===== src/hw/rtl/orsr_pkg.sv =====
// Shared types and constants for the overwrite ring sample recorder.
// No dependencies; every other file of the block refers to it by scoped names.
`default_nettype none

package orsr_pkg;

  localparam int MAX_DEPTH_DEFAULT   = 256;
  localparam int SAMPLE_BITS_DEFAULT = 32;
  localparam int CAP_RESET           = 256;
  localparam int CNT_W               = 9;
  localparam int PADDR_W             = 3;

  localparam logic [0:0] REG_RING_CAPACITY = 1'b0;

  typedef enum logic [1:0] {
    MODE_BEGIN  = 2'd0,
    MODE_END    = 2'd1,
    MODE_APPEND = 2'd2,
    MODE_READ   = 2'd3
  } mode_t;

  typedef struct packed {
    mode_t       mode;
    logic [31:0] start_time;
    logic [31:0] sample_data;
    logic [7:0]  read_index;
  } in_item_t;

  typedef struct packed {
    logic [31:0]      read_data;
    logic             read_valid;
    logic [CNT_W-1:0] fill_count;
    logic             overflow_seen;
    logic             recording;
    logic [31:0]      appended_total;
    logic [31:0]      run_start;
  } out_item_t;

  typedef struct packed {
    logic wr;
    logic rd;
  } mem_cmd_t;

  typedef struct packed {
    logic             en;
    logic [CNT_W-1:0] value;
  } cfg_wr_t;

endpackage

`default_nettype wire


===== src/hw/rtl/orsr_ctrl.sv =====
// Control state, address generation and result register of the recorder.
// Uses orsr_pkg; drives the command and address of orsr_store.
`default_nettype none

module orsr_ctrl #(
  parameter int MAX_DEPTH   = orsr_pkg::MAX_DEPTH_DEFAULT,
  parameter int SAMPLE_BITS = orsr_pkg::SAMPLE_BITS_DEFAULT
) (
  input  wire                                clk,
  input  wire                                rst_n,
  input  orsr_pkg::cfg_wr_t                  cfg_wr,
  output logic [orsr_pkg::CNT_W-1:0]         capacity,
  input  wire                                in_valid,
  output logic                               in_ready,
  input  orsr_pkg::in_item_t                 in_data,
  output logic                               out_valid,
  input  wire                                out_ready,
  output orsr_pkg::out_item_t                out_data,
  output orsr_pkg::mem_cmd_t                 mem_cmd,
  output logic [$clog2(MAX_DEPTH)-1:0]       mem_addr,
  output logic [SAMPLE_BITS-1:0]             mem_wdata,
  input  wire  [SAMPLE_BITS-1:0]             mem_rdata
);

  localparam int CW     = orsr_pkg::CNT_W;
  localparam int ADDR_W = $clog2(MAX_DEPTH);
  localparam logic [CW-1:0] CAP_INIT = (orsr_pkg::CAP_RESET > MAX_DEPTH) ?
                                       CW'(MAX_DEPTH) : CW'(orsr_pkg::CAP_RESET);
  localparam logic [CW-1:0] CAP_MAX  = (MAX_DEPTH > 511) ? 9'd511 : CW'(MAX_DEPTH);

  logic [CW-1:0] cap_r, cap_nxt;
  logic [CW-1:0] wp_r, wp_nxt;
  logic [CW-1:0] held_r, held_nxt;
  logic [31:0]   total_r, total_nxt;
  logic          ovf_r, ovf_nxt;
  logic          run_r, run_nxt;
  logic [31:0]   stamp_r, stamp_nxt;
  logic          out_valid_r, out_valid_nxt;
  logic          rvalid_r, rvalid_nxt;

  logic          in_fire;
  logic [CW-1:0] wp_inc;
  logic [CW-1:0] cfg_val;
  logic [CW-1:0] base;
  logic [CW:0]   pos_sum;
  logic [CW:0]   pos;
  logic          idx_ok;
  logic [63:0]   rd_wide;

  assign in_ready = !out_valid_r || out_ready;
  assign in_fire  = in_valid && in_ready;
  assign capacity = cap_r;

  assign wp_inc  = wp_r + 1'b1;
  assign idx_ok  = {1'b0, in_data.read_index} < held_r;
  assign base    = (held_r < cap_r) ? '0 : wp_r;
  assign pos_sum = {1'b0, base} + {2'b0, in_data.read_index};
  assign pos     = (pos_sum >= {1'b0, cap_r}) ? (pos_sum - {1'b0, cap_r}) : pos_sum;

  always_comb begin
    cfg_val = cfg_wr.value;
    if (cfg_val == '0) begin
      cfg_val = CW'(1);
    end
    if (32'(cfg_wr.value) > MAX_DEPTH) begin
      cfg_val = CAP_MAX;
    end
  end

  always_comb begin
    cap_nxt       = cap_r;
    wp_nxt        = wp_r;
    held_nxt      = held_r;
    total_nxt     = total_r;
    ovf_nxt       = ovf_r;
    run_nxt       = run_r;
    stamp_nxt     = stamp_r;
    rvalid_nxt    = rvalid_r;
    out_valid_nxt = out_valid_r && !out_ready;
    mem_cmd       = '0;
    mem_addr      = ADDR_W'(pos);
    mem_wdata     = SAMPLE_BITS'(in_data.sample_data);

    if (cfg_wr.en) begin
      cap_nxt  = cfg_val;
      wp_nxt   = '0;
      held_nxt = '0;
    end else if (in_fire) begin
      out_valid_nxt = 1'b1;
      rvalid_nxt    = 1'b0;
      unique case (in_data.mode)
        orsr_pkg::MODE_BEGIN: begin
          stamp_nxt = in_data.start_time;
          run_nxt   = 1'b1;
          wp_nxt    = '0;
          held_nxt  = '0;
          total_nxt = '0;
          ovf_nxt   = 1'b0;
        end
        orsr_pkg::MODE_END: begin
          run_nxt = 1'b0;
        end
        orsr_pkg::MODE_APPEND: begin
          if (run_r) begin
            mem_cmd.wr = 1'b1;
            mem_addr   = ADDR_W'(wp_r);
            wp_nxt     = (wp_inc >= cap_r) ? '0 : wp_inc;
            total_nxt  = total_r + 32'd1;
            if (held_r < cap_r) begin
              held_nxt = held_r + 1'b1;
            end else begin
              ovf_nxt = 1'b1;
            end
          end
        end
        orsr_pkg::MODE_READ: begin
          rvalid_nxt = idx_ok;
          mem_cmd.rd = idx_ok;
        end
        default: begin
        end
      endcase
    end
  end

  always_ff @(posedge clk) begin
    if (!rst_n) begin
      cap_r       <= CAP_INIT;
      wp_r        <= '0;
      held_r      <= '0;
      total_r     <= '0;
      ovf_r       <= 1'b0;
      run_r       <= 1'b0;
      stamp_r     <= '0;
      out_valid_r <= 1'b0;
      rvalid_r    <= 1'b0;
    end else begin
      cap_r       <= cap_nxt;
      wp_r        <= wp_nxt;
      held_r      <= held_nxt;
      total_r     <= total_nxt;
      ovf_r       <= ovf_nxt;
      run_r       <= run_nxt;
      stamp_r     <= stamp_nxt;
      out_valid_r <= out_valid_nxt;
      rvalid_r    <= rvalid_nxt;
    end
  end

  // The result fields after the read are the live state: it changes on acceptance,
  // which also replaces the pending result, and on a capacity write.
  assign rd_wide   = 64'(mem_rdata);
  assign out_valid = out_valid_r;

  always_comb begin
    out_data                = '0;
    out_data.read_data      = rvalid_r ? rd_wide[31:0] : 32'd0;
    out_data.read_valid     = rvalid_r;
    out_data.fill_count     = held_r;
    out_data.overflow_seen  = ovf_r;
    out_data.recording      = run_r;
    out_data.appended_total = total_r;
    out_data.run_start      = stamp_r;
  end

  a_held_le_cap: assert property (@(posedge clk) disable iff (!rst_n)
    held_r <= cap_r)
    else $error("fill count exceeds ring capacity");

  a_wp_lt_cap: assert property (@(posedge clk) disable iff (!rst_n)
    wp_r < cap_r)
    else $error("write pointer outside ring");

  a_full_append_ovf: assert property (@(posedge clk) disable iff (!rst_n)
    (in_fire && !cfg_wr.en && in_data.mode == orsr_pkg::MODE_APPEND && run_r &&
     held_r == cap_r) |=> ovf_r)
    else $error("append to a full ring did not set overflow");

  a_no_overlap: assert property (@(posedge clk) disable iff (!rst_n)
    mem_cmd.wr |-> !mem_cmd.rd)
    else $error("memory read and write in the same cycle");

endmodule

`default_nettype wire


===== config.mk =====
export PLATFORM = sky130hd
export DESIGN_NAME = orsr_ctrl
export DESIGN_NICKNAME = d
export VERILOG_FILES = /design/src/hw/rtl/orsr_pkg.sv /design/src/hw/rtl/orsr_ctrl.sv
export SDC_FILE = /design/constraint.sdc
export NUM_CORES = 1
export LEC_CHECK = 0
export BUFFER_PORTS_ARGS = -buffer_cell sky130_fd_sc_hd__buf_4
export CORE_UTILIZATION = 48
export DETAILED_ROUTE_END_ITERATION = 10
export PLACE_DENSITY = 0.93
export SETUP_SLACK_MARGIN = 0.15
export SLEW_MARGIN = 20
export SYNTH_ARGS = -nofsm -noshare
export SYNTH_HDL_FRONTEND = slang
export SYNTH_SLANG_ARGS = --single-unit

===== constraint.sdc =====
create_clock -name clk -period 5.9 [get_ports clk]
set_input_delay 0.295 -clock clk [delete_from_list [all_inputs] [get_ports clk]]
set_output_delay 0.295 -clock clk [all_outputs]
set_load 0.02 [all_outputs]

==> summary.txt <==
Route
  – Pre-antenna DRT Iters: 5
  – Via density: 5.44
  – Drt drc: 0
  – Routed Antenna Nets: 0
  – Per-cell routed wire length: 16.3 µm
  – Final WL: 18.1 mm
  – Starting DRT DRC Count: 350
  – DR vias: 6016

Pwr
  – Sw frac: 27.0%
  – Switching Power: 0.384 mW
  – IR drop worst, VDD: 0.000174 V
  – Clk pwr share: 38.7%
  – Power Density: 180 nW/µm²
  – Reg power frac: 45.9%
  – Internal power: 1.04 mW
  – Comb pwr share: 15.4%
  – P_leak: 3.44 nW

Min path
  – Min-delay worst type: input pin to register

Timing
  – Final Max Slew Viols: 0
  – Setup violation total in the final timing report: 0
  – Slew margin rel.: 24.0%
  – FMAX: 190 MHz
  – Clk_skew: 0.00805 ns
  – Setup TNS: 0 ns
  – RSZ-0062 raised after global routing: no
  – Worst Max-Slew Pin Slew: 1.13 ns
  – Final min period: 5.26 ns
  – Tcrit/Tclk final: 89.1%
  – Hold slack: 0.202 ns
  – Fin. Hold Viols: 0

Synth
  – Async SR Flop Fraction: 0%
  – Seq/Total Area, Yosys: 31.0%
  – Synthesized flop and latch total: 95
  – Unique cell type count in the Yosys netlist: 57
  – Synth Warn #: 0
  – Ys flop type: dfxtp_1
  – Syn_nets: 933
  – Post-synth EDFFs: 0
  – Mapped cell area: 6130 µm²
  – Synthesized area per cell: 7.99 µm²
  – Post-Syn Instances: 767

Floorplan
  – Initial Utilization: 50.2%
  – # IOs: 281
  – Die width: 115 µm
  – Row cnt: 40
  – Die Area: 13200 µm²
  – Die Ht: 115 µm
  – Core Footprint: 12200 µm²

Clock network
  – CTS tree: yes
  – Worst-path clk slew: 0.07 ns
  – Cts repair resizes: 0
  – Root buf cell: clkbuf_16
  – Setup bufs post-CTS: 0
  – Hold_buf cts: 0
  – CTS Buf Count: 9
  – Clock Sinks: 95
  – Htree depth: 3
  – Clock buffer depth: 2
  – Worst-Skew Late Latency: 0.34 ns

Finish
  – Commonest non-fill, non-tap cell in the layout: buf_4
  – Share of cells above drive strength 1: 27.0%
  – ANT cells: 0
  – Area grow syn2layout: 28.8%
  – Most frequent cells in the layout: 220 x buf_4, 109 x nand2_1, 95 x dfxtp_1
  – Final Cell Area: 7890 µm²
  – Layout Nets: 1098

Global routing
  – Busiest grt layer: met2
  – M2 GR Usage: 46.2%
  – Largest net degree at the start of global routing: 51
  – Vias in the first global route: 5702
  – Met3 Use GR: 5.64%
  – Tot GR Track Use: 26.9%
  – Initial antenna violation count: 0
  – Global route overflow: 0
  – GR Util met1: 32.5%
  – First-pass GRT wire length: 27.9 mm

Place
  – Post-Place Cell Area: 7610 µm²
  – IO Port Bufs: 216
  – HPWL after DPL: 13.9 mm
  – Gpl congestion: 0.916

Worst setup path
  – Crit path DAT: 4.96 ns
  – Slowest CP cell: fa_1
  – Type of element capturing the critical path: output port
  – Cell breakdown of the critical path: inv_1, ha_1, a211oi_1, o211ai_1, a41o_1, and3_1, fa_1, a211oi_1, o21bai_1, a21oi_1, o21bai_1, a21oi_1, xnor2_1, ha_1, nor3_1, o21ai_0, a21oi_1, o32ai_4, mux2i_1, a21oi_1, buf_4
  – Critical Path Fanout Max: 10
  – Top cell by count, worst path: a21oi_1
  – Crit Path Class: register to output port
  – CP startpoint kind: register
  – Max stage delay on crit path: 0.45 ns
  – WP data required: 5.61 ns

Run status
  – Status: finished clean

Flow run
  – Max_cap viols: 0
worst paths after layout:
kind	from	end	slack [ns]	cells after the start
worst max register to register	wp_r[1]	wp_r[3]	2.91	9
worst min-delay path	in_data[55]	stamp_r[15]	0.20	3
worst max-delay path	capacity[8]	mem_addr[4]	0.64	21
worst min register to register	stamp_r[1]	stamp_r[1]	0.46	2
kinds of logic after synthesis:
| kind of cell | count (synthesis) | share of synthesized area [%] |
|---|---|---|
| adders and majority gates | 46 | 9.64 |
| DFF | 95 | 31.0 |
| xor gates and xnor gates | 49 | 7.00 |
| AOI/OAI and AO/OA | 150 | 16.8 |
| and+or+nand+nor | 325 | 26.2 |
| buffers and inverters | 94 | 7.90 |
| muxes | 8 | 1.35 |
area by class of cell:
| cell class | instances | area, µm² |
|---|---|---|
| Fill cell | 1073 | 4320 |
| Multi-Input combinational cell | 578 | 3750 |
| Sequential cell | 95 | 1900 |
| Timing Repair Buffer | 220 | 1650 |
| Clock buffer | 11 | 233 |
| Tap cell | 168 | 210 |
| Inverter | 28 | 105 |
| Clock inverter | 5 | 42.5 |
power groups by stage:
| stage | clock [mW] | sequential (mW) | combinational [mW] |
|---|---|---|---|
| floorplan | 0 | 0.677 | 0.142 |
| global placement | 0 | 0.668 | 0.215 |
| detailed placement | 0 | 0.669 | 0.218 |
| CTS | 0.553 | 0.654 | 0.219 |
| global route | 0.585 | 0.655 | 0.237 |
| finish | 0.550 | 0.654 | 0.220 |
metal layers:
| metal | up-vias | wire length, µm |
|---|---|---|
| li1 | 2927 | - |
| met1 | 2775 | 7450 |
| met2 | 278 | 8650 |
| met3 | 36 | 1530 |
| met4 | 0 | 421 |
| met5 | - | 0 |
worst max-delay path, delay by kind of cell (launching register included):
| family | cells | cell delay, ns |
|---|---|---|
| and+or+nand+nor | 2 | 0.41 |
| DFF | 1 | 0.35 |
| xor gates and xnor gates | 1 | 0.09 |
| muxes | 1 | 0.18 |
| adders and majority gates | 3 | 0.98 |
| AOI/OAI and AO/OA | 12 | 2.32 |
| buffers and inverters | 2 | 0.29 |
registers in the layout (all words and copies together), names as in the netlist:
name,flops
out_valid,1
capacity,9
wp_r,9
stamp_r,32
total_r,32
ovf_r,1
held_r,9
rvalid_r,1
run_r,1
cells in the mapped netlist (2+ instances only):
master | number | area share, %
a211oi_1 | 5 | 0.61
a21boi_0 | 35 | 4.3
a21o_1 | 9 | 1.1
a21oi_1 | 30 | 2.5
a311oi_2 | 2 | 0.49
a31oi_1 | 4 | 0.41
and2_1 | 39 | 4.0
and3_1 | 13 | 1.3
buf_4 | 35 | 4.3
clkbuf_1 | 31 | 1.9
dfxtp_1 | 95 | 31
fa_1 | 2 | 0.65
ha_1 | 44 | 9.0
inv_1 | 27 | 1.7
mux2_2 | 2 | 0.37
mux2i_1 | 6 | 0.98
nand2_1 | 110 | 6.7
nand2b_1 | 7 | 0.71
nand3_1 | 28 | 2.3
nand4_1 | 16 | 1.6
nand4_2 | 2 | 0.41
nand4b_1 | 2 | 0.29
nor2_1 | 65 | 4.0
nor2_2 | 4 | 0.41
nor2b_1 | 11 | 1.1
nor3_1 | 12 | 0.98
nor4_1 | 4 | 0.41
nor4_4 | 2 | 0.69
o211ai_1 | 11 | 1.3
o21a_1 | 5 | 0.61
o21ai_0 | 24 | 2.0
o21ai_1 | 3 | 0.24
o21bai_1 | 4 | 0.49
o22ai_1 | 5 | 0.51
o2bb2ai_1 | 2 | 0.29
or2_2 | 2 | 0.20
or3_1 | 2 | 0.20
xnor2_1 | 21 | 3.0
xor2_1 | 28 | 4.0
stage by stage:
stage	worst slack [ns]	cells	util (%)	power, mW
finish	0.645	1105	64.6	1.42
floorplan	1.09	767	-	0.818
global placement	1.20	1089	62.4	0.883
detailed placement	1.07	1089	62.4	0.886
global route	0.165	1105	64.6	1.48
CTS	0.675	1105	64.6	1.43
(Power assumes the default switching activity.)
